`src/rtl/qrmc_pkg.sv`:
```
// ----------------------------------------------------------------------------
// qrmc_pkg: shared definitions for the quad region mean color block
// Widths, sequencer states and the divider request/response structs.
// ----------------------------------------------------------------------------
package qrmc_pkg;

  localparam int COORD_BITS    = 12;
  localparam int CHANNEL_COUNT = 3;
  localparam int ACC_CHANNELS  = (CHANNEL_COUNT < 3) ? CHANNEL_COUNT : 3;
  localparam int CH_W          = 2;
  localparam int COLOR_W       = 8;
  localparam int SUM_W         = 32;
  localparam int TALLY_W       = 25;
  localparam int CFG_IDX_W     = 4;
  localparam int CFG_REG_COUNT = 8;
  localparam int DIFF_W        = COORD_BITS + 1;
  localparam int PROD_W        = 2 * DIFF_W;

  typedef enum logic [3:0] {
    ST_IDLE,
    ST_BOX,
    ST_LHS,
    ST_RHS,
    ST_CMP,
    ST_ACC,
    ST_DIV,
    ST_DWAIT,
    ST_OUT
  } state_e;

  typedef struct packed {
    logic               start;
    logic [SUM_W-1:0]   dividend;
    logic [TALLY_W-1:0] divisor;
  } div_req_t;

  typedef struct packed {
    logic             done;
    logic [SUM_W-1:0] quotient;
  } div_rsp_t;

endpackage

```
`src/rtl/qrmc_div.sv`:
```
// ----------------------------------------------------------------------------
// qrmc_div: iterative restoring divider
// One quotient bit per cycle; done pulses in the cycle after the last step.
// ----------------------------------------------------------------------------
module qrmc_div (
  input  logic               clk_i,
  input  logic               rst_ni,
  input  qrmc_pkg::div_req_t req_i,
  output qrmc_pkg::div_rsp_t rsp_o
);

  localparam int STEP_W = $clog2(qrmc_pkg::SUM_W);

  logic                         busy_q;
  logic                         done_q;
  logic [STEP_W-1:0]            cnt_q;
  logic [qrmc_pkg::SUM_W-1:0]   quo_q;
  logic [qrmc_pkg::TALLY_W-1:0] rem_q;
  logic [qrmc_pkg::TALLY_W-1:0] div_q;
  logic                         last_step;

  logic [qrmc_pkg::TALLY_W:0]   rem_sh;
  logic [qrmc_pkg::TALLY_W+1:0] diff;

  assign last_step = busy_q && (cnt_q == STEP_W'(qrmc_pkg::SUM_W - 1));
  assign rem_sh    = {rem_q, quo_q[qrmc_pkg::SUM_W-1]};
  assign diff      = {1'b0, rem_sh} - {2'b00, div_q};

  always_ff @(posedge clk_i or negedge rst_ni) begin
    if (!rst_ni) begin
      busy_q <= 1'b0;
      done_q <= 1'b0;
      cnt_q  <= '0;
    end else begin
      done_q <= last_step;
      if (req_i.start) begin
        busy_q <= 1'b1;
        cnt_q  <= '0;
      end else if (busy_q) begin
        cnt_q <= cnt_q + 1'b1;
        if (last_step) begin
          busy_q <= 1'b0;
        end
      end
    end
  end

  always_ff @(posedge clk_i) begin
    if (req_i.start) begin
      quo_q <= req_i.dividend;
      rem_q <= '0;
      div_q <= req_i.divisor;
    end else if (busy_q) begin
      // keep the trial difference when it does not borrow
      if (!diff[qrmc_pkg::TALLY_W+1]) begin
        rem_q <= diff[qrmc_pkg::TALLY_W-1:0];
        quo_q <= {quo_q[qrmc_pkg::SUM_W-2:0], 1'b1};
      end else begin
        rem_q <= rem_sh[qrmc_pkg::TALLY_W-1:0];
        quo_q <= {quo_q[qrmc_pkg::SUM_W-2:0], 1'b0};
      end
    end
  end

  assign rsp_o.done     = done_q;
  assign rsp_o.quotient = quo_q;

endmodule

```
`src/rtl/quad_region_mean_color_top.sv`:
```
// ----------------------------------------------------------------------------
// quad_region_mean_color_top: mean color inside a configured quadrilateral
// Pixels inside the vertex bounding box and with odd edge-crossing parity
// add to per-channel sums; the frame's last pixel yields the means.
// ----------------------------------------------------------------------------
//  channel  | handshake             | payload
//  ---------+-----------------------+--------------------------------------
//  cfg      | cfg_valid_i/ready_o   | cfg_index_i, cfg_data_i
//  pixel in | in_valid_i/in_ready_o | pixel_x/y, red/green/blue, frame_last
//  result   | out_valid_o/ready_i   | avg_red/green/blue, inside_count
//
//  A pixel steps through box, then lhs/rhs/cmp for each quadrilateral edge, and
//  acc (box to acc outside the bounding box); the edges share one 13x13
//  signed multiplier. A frame-last pixel then divides each channel in the
//  1-bit-a-cycle divider and loads the result register.
//  Reset clears vertices, sums and tally at once; no clearing pass.
//  A result waiting on out_ready_i holds only the next frame-last pixel.
// ----------------------------------------------------------------------------
module quad_region_mean_color_top (
  input  logic                               clk_i,
  input  logic                               rst_ni,
  input  logic                               cfg_valid_i,
  output logic                               cfg_ready_o,
  input  logic [qrmc_pkg::CFG_IDX_W-1:0]     cfg_index_i,
  input  logic [qrmc_pkg::COORD_BITS-1:0]    cfg_data_i,
  input  logic                               in_valid_i,
  output logic                               in_ready_o,
  input  logic [qrmc_pkg::COORD_BITS-1:0]    pixel_x_i,
  input  logic [qrmc_pkg::COORD_BITS-1:0]    pixel_y_i,
  input  logic [qrmc_pkg::COLOR_W-1:0]       red_i,
  input  logic [qrmc_pkg::COLOR_W-1:0]       green_i,
  input  logic [qrmc_pkg::COLOR_W-1:0]       blue_i,
  input  logic                               frame_last_i,
  output logic                               out_valid_o,
  input  logic                               out_ready_i,
  output logic [qrmc_pkg::COLOR_W-1:0]       avg_red_o,
  output logic [qrmc_pkg::COLOR_W-1:0]       avg_green_o,
  output logic [qrmc_pkg::COLOR_W-1:0]       avg_blue_o,
  output logic [qrmc_pkg::TALLY_W-1:0]       inside_count_o
);

  localparam int CW = qrmc_pkg::COORD_BITS;
  localparam int DW = qrmc_pkg::DIFF_W;
  localparam int PW = qrmc_pkg::PROD_W;

  qrmc_pkg::state_e state_q, state_d;

  // configured vertices
  logic [CW-1:0] vx_q [4];
  logic [CW-1:0] vy_q [4];

  // working copies, rotated so the current edge is always at slots 0 and 1
  logic [CW-1:0] wx_q [4];
  logic [CW-1:0] wy_q [4];

  logic [CW-1:0]                    px_q, py_q;
  logic [qrmc_pkg::COLOR_W-1:0]     samp_q [3];
  logic                             last_q;
  logic                             box_q;
  logic                             parity_q;
  logic [1:0]                       edge_q;
  logic signed [PW-1:0]             lhs_q, rhs_q;
  logic [qrmc_pkg::SUM_W-1:0]       sums_q [3];
  logic [qrmc_pkg::TALLY_W-1:0]     tally_q;
  logic [qrmc_pkg::CH_W-1:0]        ch_q;
  logic [qrmc_pkg::COLOR_W-1:0]     avg_q [3];

  logic                             out_valid_q;
  logic [qrmc_pkg::COLOR_W-1:0]     out_avg_q [3];
  logic [qrmc_pkg::TALLY_W-1:0]     out_cnt_q;

  logic                             load_out;
  logic                             ch_more;
  qrmc_pkg::div_req_t               div_req;
  qrmc_pkg::div_rsp_t               div_rsp;

  // bounding box
  logic [CW-1:0] xmin01, xmin23, xmin, xmax01, xmax23, xmax;
  logic [CW-1:0] ymin01, ymin23, ymin, ymax01, ymax23, ymax;
  logic          in_box;

  always_comb begin
    xmin01 = (vx_q[1] < vx_q[0]) ? vx_q[1] : vx_q[0];
    xmin23 = (vx_q[3] < vx_q[2]) ? vx_q[3] : vx_q[2];
    xmin   = (xmin23 < xmin01) ? xmin23 : xmin01;
    xmax01 = (vx_q[1] > vx_q[0]) ? vx_q[1] : vx_q[0];
    xmax23 = (vx_q[3] > vx_q[2]) ? vx_q[3] : vx_q[2];
    xmax   = (xmax23 > xmax01) ? xmax23 : xmax01;
    ymin01 = (vy_q[1] < vy_q[0]) ? vy_q[1] : vy_q[0];
    ymin23 = (vy_q[3] < vy_q[2]) ? vy_q[3] : vy_q[2];
    ymin   = (ymin23 < ymin01) ? ymin23 : ymin01;
    ymax01 = (vy_q[1] > vy_q[0]) ? vy_q[1] : vy_q[0];
    ymax23 = (vy_q[3] > vy_q[2]) ? vy_q[3] : vy_q[2];
    ymax   = (ymax23 > ymax01) ? ymax23 : ymax01;
    in_box = (px_q >= xmin) && (px_q < xmax) && (py_q >= ymin) && (py_q < ymax);
  end

  // shared multiplier: lhs = (px-x0)*(y1-y0), rhs = (py-y0)*(x1-x0)
  logic signed [DW-1:0] mul_a, mul_b;
  logic signed [PW-1:0] mul_p;

  always_comb begin
    if (state_q == qrmc_pkg::ST_LHS) begin
      mul_a = $signed({1'b0, px_q}) - $signed({1'b0, wx_q[0]});
      mul_b = $signed({1'b0, wy_q[1]}) - $signed({1'b0, wy_q[0]});
    end else begin
      mul_a = $signed({1'b0, py_q}) - $signed({1'b0, wy_q[0]});
      mul_b = $signed({1'b0, wx_q[1]}) - $signed({1'b0, wx_q[0]});
    end
    mul_p = mul_a * mul_b;
  end

  // edge crossing decision
  logic up, down, rising, crosses;

  always_comb begin
    up      = (wy_q[0] <= py_q) && (wy_q[1] > py_q);
    down    = (wy_q[0] > py_q) && (wy_q[1] <= py_q);
    rising  = wy_q[1] > wy_q[0];
    crosses = (up || down) && (rising ? (lhs_q < rhs_q) : (lhs_q > rhs_q));
  end

  assign ch_more  = ch_q < qrmc_pkg::CH_W'(qrmc_pkg::ACC_CHANNELS);
  assign load_out = (state_q == qrmc_pkg::ST_OUT) && (!out_valid_q || out_ready_i);

  // sequencer
  always_ff @(posedge clk_i or negedge rst_ni) begin
    if (!rst_ni) begin
      state_q <= qrmc_pkg::ST_IDLE;
    end else begin
      state_q <= state_d;
    end
  end

  always_comb begin
    state_d          = state_q;
    in_ready_o       = 1'b0;
    div_req.start    = 1'b0;
    div_req.dividend = sums_q[ch_q];
    div_req.divisor  = tally_q;
    case (state_q)
      qrmc_pkg::ST_IDLE: begin
        in_ready_o = 1'b1;
        if (in_valid_i) begin
          state_d = qrmc_pkg::ST_BOX;
        end
      end
      qrmc_pkg::ST_BOX: begin
        state_d = in_box ? qrmc_pkg::ST_LHS : qrmc_pkg::ST_ACC;
      end
      qrmc_pkg::ST_LHS: begin
        state_d = qrmc_pkg::ST_RHS;
      end
      qrmc_pkg::ST_RHS: begin
        state_d = qrmc_pkg::ST_CMP;
      end
      qrmc_pkg::ST_CMP: begin
        state_d = (edge_q == 2'd3) ? qrmc_pkg::ST_ACC : qrmc_pkg::ST_LHS;
      end
      qrmc_pkg::ST_ACC: begin
        state_d = last_q ? qrmc_pkg::ST_DIV : qrmc_pkg::ST_IDLE;
      end
      qrmc_pkg::ST_DIV: begin
        if ((tally_q == '0) || !ch_more) begin
          state_d = qrmc_pkg::ST_OUT;
        end else begin
          div_req.start = 1'b1;
          state_d       = qrmc_pkg::ST_DWAIT;
        end
      end
      qrmc_pkg::ST_DWAIT: begin
        if (div_rsp.done) begin
          state_d = qrmc_pkg::ST_DIV;
        end
      end
      qrmc_pkg::ST_OUT: begin
        if (!out_valid_q || out_ready_i) begin
          state_d = qrmc_pkg::ST_IDLE;
        end
      end
      default: begin
        state_d = qrmc_pkg::ST_IDLE;
      end
    endcase
  end

  qrmc_div u_div (
    .clk_i  (clk_i),
    .rst_ni (rst_ni),
    .req_i  (div_req),
    .rsp_o  (div_rsp)
  );

  // configuration
  assign cfg_ready_o = 1'b1;

  always_ff @(posedge clk_i or negedge rst_ni) begin
    if (!rst_ni) begin
      for (int k = 0; k < 4; k++) begin
        vx_q[k] <= '0;
        vy_q[k] <= '0;
      end
    end else if (cfg_valid_i &&
                 (cfg_index_i < qrmc_pkg::CFG_IDX_W'(qrmc_pkg::CFG_REG_COUNT))) begin
      if (cfg_index_i[0]) begin
        vy_q[cfg_index_i[2:1]] <= cfg_data_i;
      end else begin
        vx_q[cfg_index_i[2:1]] <= cfg_data_i;
      end
    end
  end

  // per-pixel working registers
  always_ff @(posedge clk_i) begin
    case (state_q)
      qrmc_pkg::ST_IDLE: begin
        if (in_valid_i) begin
          px_q      <= pixel_x_i;
          py_q      <= pixel_y_i;
          samp_q[0] <= red_i;
          samp_q[1] <= green_i;
          samp_q[2] <= blue_i;
          last_q    <= frame_last_i;
        end
      end
      qrmc_pkg::ST_BOX: begin
        box_q    <= in_box;
        parity_q <= 1'b0;
        edge_q   <= '0;
        for (int k = 0; k < 4; k++) begin
          wx_q[k] <= vx_q[k];
          wy_q[k] <= vy_q[k];
        end
      end
      qrmc_pkg::ST_LHS: begin
        lhs_q <= mul_p;
      end
      qrmc_pkg::ST_RHS: begin
        rhs_q <= mul_p;
      end
      qrmc_pkg::ST_CMP: begin
        parity_q <= parity_q ^ crosses;
        edge_q   <= edge_q + 1'b1;
        // advance to the next edge
        for (int k = 0; k < 4; k++) begin
          wx_q[k] <= wx_q[(k + 1) % 4];
          wy_q[k] <= wy_q[(k + 1) % 4];
        end
      end
      qrmc_pkg::ST_ACC: begin
        ch_q <= '0;
        for (int c = 0; c < 3; c++) begin
          avg_q[c] <= '0;
        end
      end
      qrmc_pkg::ST_DWAIT: begin
        if (div_rsp.done) begin
          avg_q[ch_q] <= (|div_rsp.quotient[qrmc_pkg::SUM_W-1:qrmc_pkg::COLOR_W]) ?
                         {qrmc_pkg::COLOR_W{1'b1}} :
                         div_rsp.quotient[qrmc_pkg::COLOR_W-1:0];
          ch_q        <= ch_q + 1'b1;
        end
      end
      default: begin
      end
    endcase
  end

  // frame accumulators, saturating
  logic [qrmc_pkg::SUM_W:0] sum_ext [3];

  always_comb begin
    for (int c = 0; c < 3; c++) begin
      sum_ext[c] = {1'b0, sums_q[c]} +
                   {{(qrmc_pkg::SUM_W + 1 - qrmc_pkg::COLOR_W){1'b0}}, samp_q[c]};
    end
  end

  always_ff @(posedge clk_i or negedge rst_ni) begin
    if (!rst_ni) begin
      tally_q <= '0;
      for (int c = 0; c < 3; c++) begin
        sums_q[c] <= '0;
      end
    end else if (load_out) begin
      tally_q <= '0;
      for (int c = 0; c < 3; c++) begin
        sums_q[c] <= '0;
      end
    end else if ((state_q == qrmc_pkg::ST_ACC) && box_q && parity_q) begin
      if (tally_q != {qrmc_pkg::TALLY_W{1'b1}}) begin
        tally_q <= tally_q + 1'b1;
      end
      for (int c = 0; c < 3; c++) begin
        if (c < qrmc_pkg::ACC_CHANNELS) begin
          sums_q[c] <= sum_ext[c][qrmc_pkg::SUM_W] ? {qrmc_pkg::SUM_W{1'b1}} :
                       sum_ext[c][qrmc_pkg::SUM_W-1:0];
        end
      end
    end
  end

  // result register
  always_ff @(posedge clk_i or negedge rst_ni) begin
    if (!rst_ni) begin
      out_valid_q <= 1'b0;
    end else if (load_out) begin
      out_valid_q <= 1'b1;
    end else if (out_ready_i) begin
      out_valid_q <= 1'b0;
    end
  end

  always_ff @(posedge clk_i) begin
    if (load_out) begin
      for (int c = 0; c < 3; c++) begin
        out_avg_q[c] <= avg_q[c];
      end
      out_cnt_q <= tally_q;
    end
  end

  assign out_valid_o    = out_valid_q;
  assign avg_red_o      = out_avg_q[0];
  assign avg_green_o    = out_avg_q[1];
  assign avg_blue_o     = out_avg_q[2];
  assign inside_count_o = out_cnt_q;

  // the divider never sees a zero divisor
  assert property (@(posedge clk_i) disable iff (!rst_ni)
    div_req.start |-> (tally_q != '0))
    else $error("divider started with zero tally");

  // a pixel is taken one at a time
  assert property (@(posedge clk_i) disable iff (!rst_ni)
    (in_valid_i && in_ready_o) |=> !in_ready_o)
    else $error("ready high right after accept");

  // a pending result is never overwritten
  assert property (@(posedge clk_i) disable iff (!rst_ni)
    (out_valid_q && !out_ready_i) |=> (out_valid_q && $stable(out_cnt_q)))
    else $error("pending result lost or changed");

  // frame state clears when the result loads
  assert property (@(posedge clk_i) disable iff (!rst_ni)
    load_out |=> (tally_q == '0) && (sums_q[0] == '0))
    else $error("frame state not cleared after result");

endmodule

```
`config.mk`:
```
export PLATFORM = sky130hd
export DESIGN_NAME = quad_region_mean_color_top
export DESIGN_NICKNAME = d
export VERILOG_FILES = /design/src/rtl/qrmc_pkg.sv /design/src/rtl/qrmc_div.sv /design/src/rtl/quad_region_mean_color_top.sv
export SDC_FILE = /design/constraint.sdc
export NUM_CORES = 2
export LEC_CHECK = 0
export BUFFER_PORTS_ARGS = -buffer_cell sky130_fd_sc_hd__buf_2
export CAP_MARGIN = 15
export CELL_PAD_IN_SITES_DETAIL_PLACEMENT = 0
export CELL_PAD_IN_SITES_GLOBAL_PLACEMENT = 1
export CORE_ASPECT_RATIO = 1.4
export CORE_MARGIN = 4
export CORE_UTILIZATION = 51
export DETAILED_ROUTE_END_ITERATION = 10
export PLACE_DENSITY_LB_ADDON = 0.15
export SLEW_MARGIN = 10
export SYNTH_ARGS = -nofsm -noshare
export SYNTH_HDL_FRONTEND = slang
export SYNTH_HIERARCHICAL = 1
export SYNTH_SLANG_ARGS = --single-unit
```
`constraint.sdc`:
```
create_clock -name clk_i -period 10.3 [get_ports clk_i]
set_clock_uncertainty 0.05 [all_clocks]
set_input_delay 2.575 -clock clk_i [delete_from_list [all_inputs] [get_ports clk_i]]
set_output_delay 2.575 -clock clk_i [all_outputs]
set_load 0.01 [all_outputs]
```
==> metrics <==
status completed; endpoint of the worst hold path out_avg_q[0][5]$_DFFE_PP_; worst-path maximum fanout 10; Post-Layout Cell Count 5,301; crit-path max cell delay 0.92 ns; Fin Hold WS 0.3689 ns; wl on met1 44,650 um; TritonCTS clock tree yes; Rel. slew slack 0.2362; RSZ-0062 raised after global routing false; Crit. End Element flop; root buffer cell clkbuf_16; initial antenna violation count 7; GRT Overall Usage 0.2697; latest clock arrival within the worst-skew pair 0.63 ns; required time at the worst-slack endpoint 10.63 ns; register bit total from synthesis 587; CTS Hold Bufs 0; ratio of cells with drive above 1 in the final layout 0.1100; asr flop ratio synth 0.3901; pin count of the biggest net entering global routing 141; unique cell type count in the Yosys netlist 109; Setup Fix Bufs, Post-CTS 0; Die X 248.0 um; net count after synthesis 4,689; Max Cap Violations 0; placed insts 5,176; worst setup path startpoint wx_q[0][0]$_DFFE_PP_; Reg2Reg Depth 28; Core Box Area 79,530 um2; H-tree depth 3; worst r2r dst rhs_q[25]$_DFFE_PP_; Post-DP HPWL 86,710 um; total number of vias 30,839; post-synthesis sequential area ratio 0.3948; Critical Path Most Common Cell fa_1; post-route antenna net violation count 0; Sink Count 587; Worst R2R Start wx_q[0][0]$_DFFE_PP_; total die area 85,290 um2; DRC violation count after routing 0; worst reg-to-reg setup slack 1.73 ns; Worst Path Class, Setup flop to flop; HP Class flop to flop; fillcell total 7,092; area leader, netlist edfxtp_1; Fin. Hold Viols 0; Seq. cell area 16,230 um2; hold path depth 0; final cycle utilization of the critical path 0.8317; initial core utilization 0.5170; drt first pass iters 5; Ports 122; worst setup margin 1.734 ns; clock-pin slew on the worst setup and hold paths 0.06 ns; Ys Warns 6; Bufs on Longest Clock Path 3; first-pass GRT wire length 177,200 um; 1st-iter DRT viols 1,869; crit path DAT 8.90 ns; min Tclk post-route 8.566 ns; Post-synth EDFFs 333; Mapped Area 41,120 um2; area grow syn2layout 9.814%; met3 WL 5232 um; HP Start avg_q[0][5]$_SDFFCE_PN0P_; total wire length 114,900 um; final net count 4,781; top area cells in the synthesized netlist edfxtp_1 (24%), dfrtp_1 (14%), ha_1 (11%); cts bufs inserted 66; vias in the first global route 30,819; Max Used Layer met5; area of the multi-input gates 22,840 um2; Synth top area share 0.2432; routed wl met2 58,370 um; startpoint class of the critical path flop; setup TNS 0 ns; Commonest cells post-synth nand2_1 (471), inv_1 (406), ha_1 (351); Synth Instances 4,098; most common cell in the synthesized netlist nand2_1; # resized after CTS 0; Max Clock Freq 116.7 MHz; gpl congestion 0.9008; post-place setup slack 1.798 ns; I/O Buffers 120; WL/cell 21.67 um; Max Slew Vio Count 0; worst slew pin tran 1.142 ns; average size of a mapped cell 10.03 um2; chip height 344.0 um; prevailing post-synth register cell edfxtp_1; Slowest cell on crit path fa_1; Rows 122; via density per instance 5.818; # setup viols final 0; total congestion overflow 0
==> placed cells by master, fill, tap and decap left out, drive strengths merged, types with 36 or more instances in the layout <==
| cell | n |
|---|---|
| a21o | 68 |
| a21oi | 219 |
| and2 | 37 |
| and3 | 48 |
| buf | 164 |
| clkbuf | 80 |
| dfrtp | 229 |
| edfxtp | 333 |
| fa | 170 |
| ha | 351 |
| inv | 411 |
| mux2 | 150 |
| mux2i | 106 |
| nand2 | 472 |
| nand3 | 75 |
| nand4 | 57 |
| nor2 | 274 |
| nor2b | 50 |
| nor3 | 79 |
| o211ai | 36 |
| o21ai | 251 |
| xnor2 | 68 |
| xor2 | 48 |
==> layout make-up <==
| class | instances | area share |
|---|---|---|
| clock inverters | 42 | 0.01114 |
| flip-flops and latches | 587 | 0.3595 |
| diodes | 3 | 0.0001663 |
| multi-input cells | 2964 | 0.5059 |
| repair buffers | 164 | 0.02112 |
| inverters | 407 | 0.03389 |
| clock buffers | 80 | 0.03913 |
| well taps | 1054 | 0.02921 |
==> critical path, delay by kind of cell (launching register included) <==
family | cells | cell delay (ns)
adders and majority gates | 9 | 4.32
muxes | 1 | 0.14
AOI/OAI and AO/OA | 12 | 2.26
and+or+nand+nor | 3 | 0.65
DFF | 1 | 0.42
buffers and inverters | 3 | 0.48
==> cell families (layout without fill, tap and decap cells) <==
kind of cell,count (synthesis),count (layout),share of synthesized area
buf+inv,547,693,0.05137
xor+xnor,116,116,0.02471
other cells,1,4,0.00009121
compound gates,860,860,0.1344
mux,256,256,0.06780
simple gates,1210,1210,0.1372
flops,587,587,0.3948
fa+ha+maj,521,521,0.1896
==> flip-flops by register name (all words and copies together) (netlist names), 2 cells and up <==
name / cells
tally_q: 25
ch_q: 2
py_q: 12
u_div/div_q: 25
samp_q: 24
state_q: 4
vy_q: 48
rhs_q: 26
u_div/cnt_q: 5
u_div/quo_q: 32
avg_q: 24
vx_q: 48
inside_count_o: 25
sums_q: 96
u_div/rem_q: 25
wx_q: 48
lhs_q: 26
px_q: 12
out_avg_q: 24
edge_q: 2
wy_q: 48
==> per-layer routing <==
layer  track usage  vias up
met5             0        -
met4        0.1362        2
li1              -    14723
met1        0.3220    15033
met3       0.03771      288
met2        0.4748      793
==> through the flow <==
step,instance area [um2],utilization
2_1_floorplan,41120,-
3_3_place_gp,42870,0.5391
3_5_place_dp,42870,0.5391
4_1_cts,45140,0.5676
5_1_grt,45140,0.5676
6_report,45150,0.5677
==> worst max-delay path by stage <==
stage / end / slack [ns] / depth (start not counted)
after global placement: lhs_q[25]$_DFFE_PP_ / 1.93 / 28
final: rhs_q[25]$_DFFE_PP_ / 1.73 / 28
after global routing: rhs_q[25]$_DFFE_PP_ / 1.17 / 28
after CTS: rhs_q[25]$_DFFE_PP_ / 1.73 / 28
after floorplan: lhs_q[25]$_DFFE_PP_ / 2.25 / 27
after detailed placement: lhs_q[25]$_DFFE_PP_ / 1.80 / 28
Power is left out: the tool's default activity adds up to more than one toggle a clock period on the data nets, which glitch-free logic cannot reach.
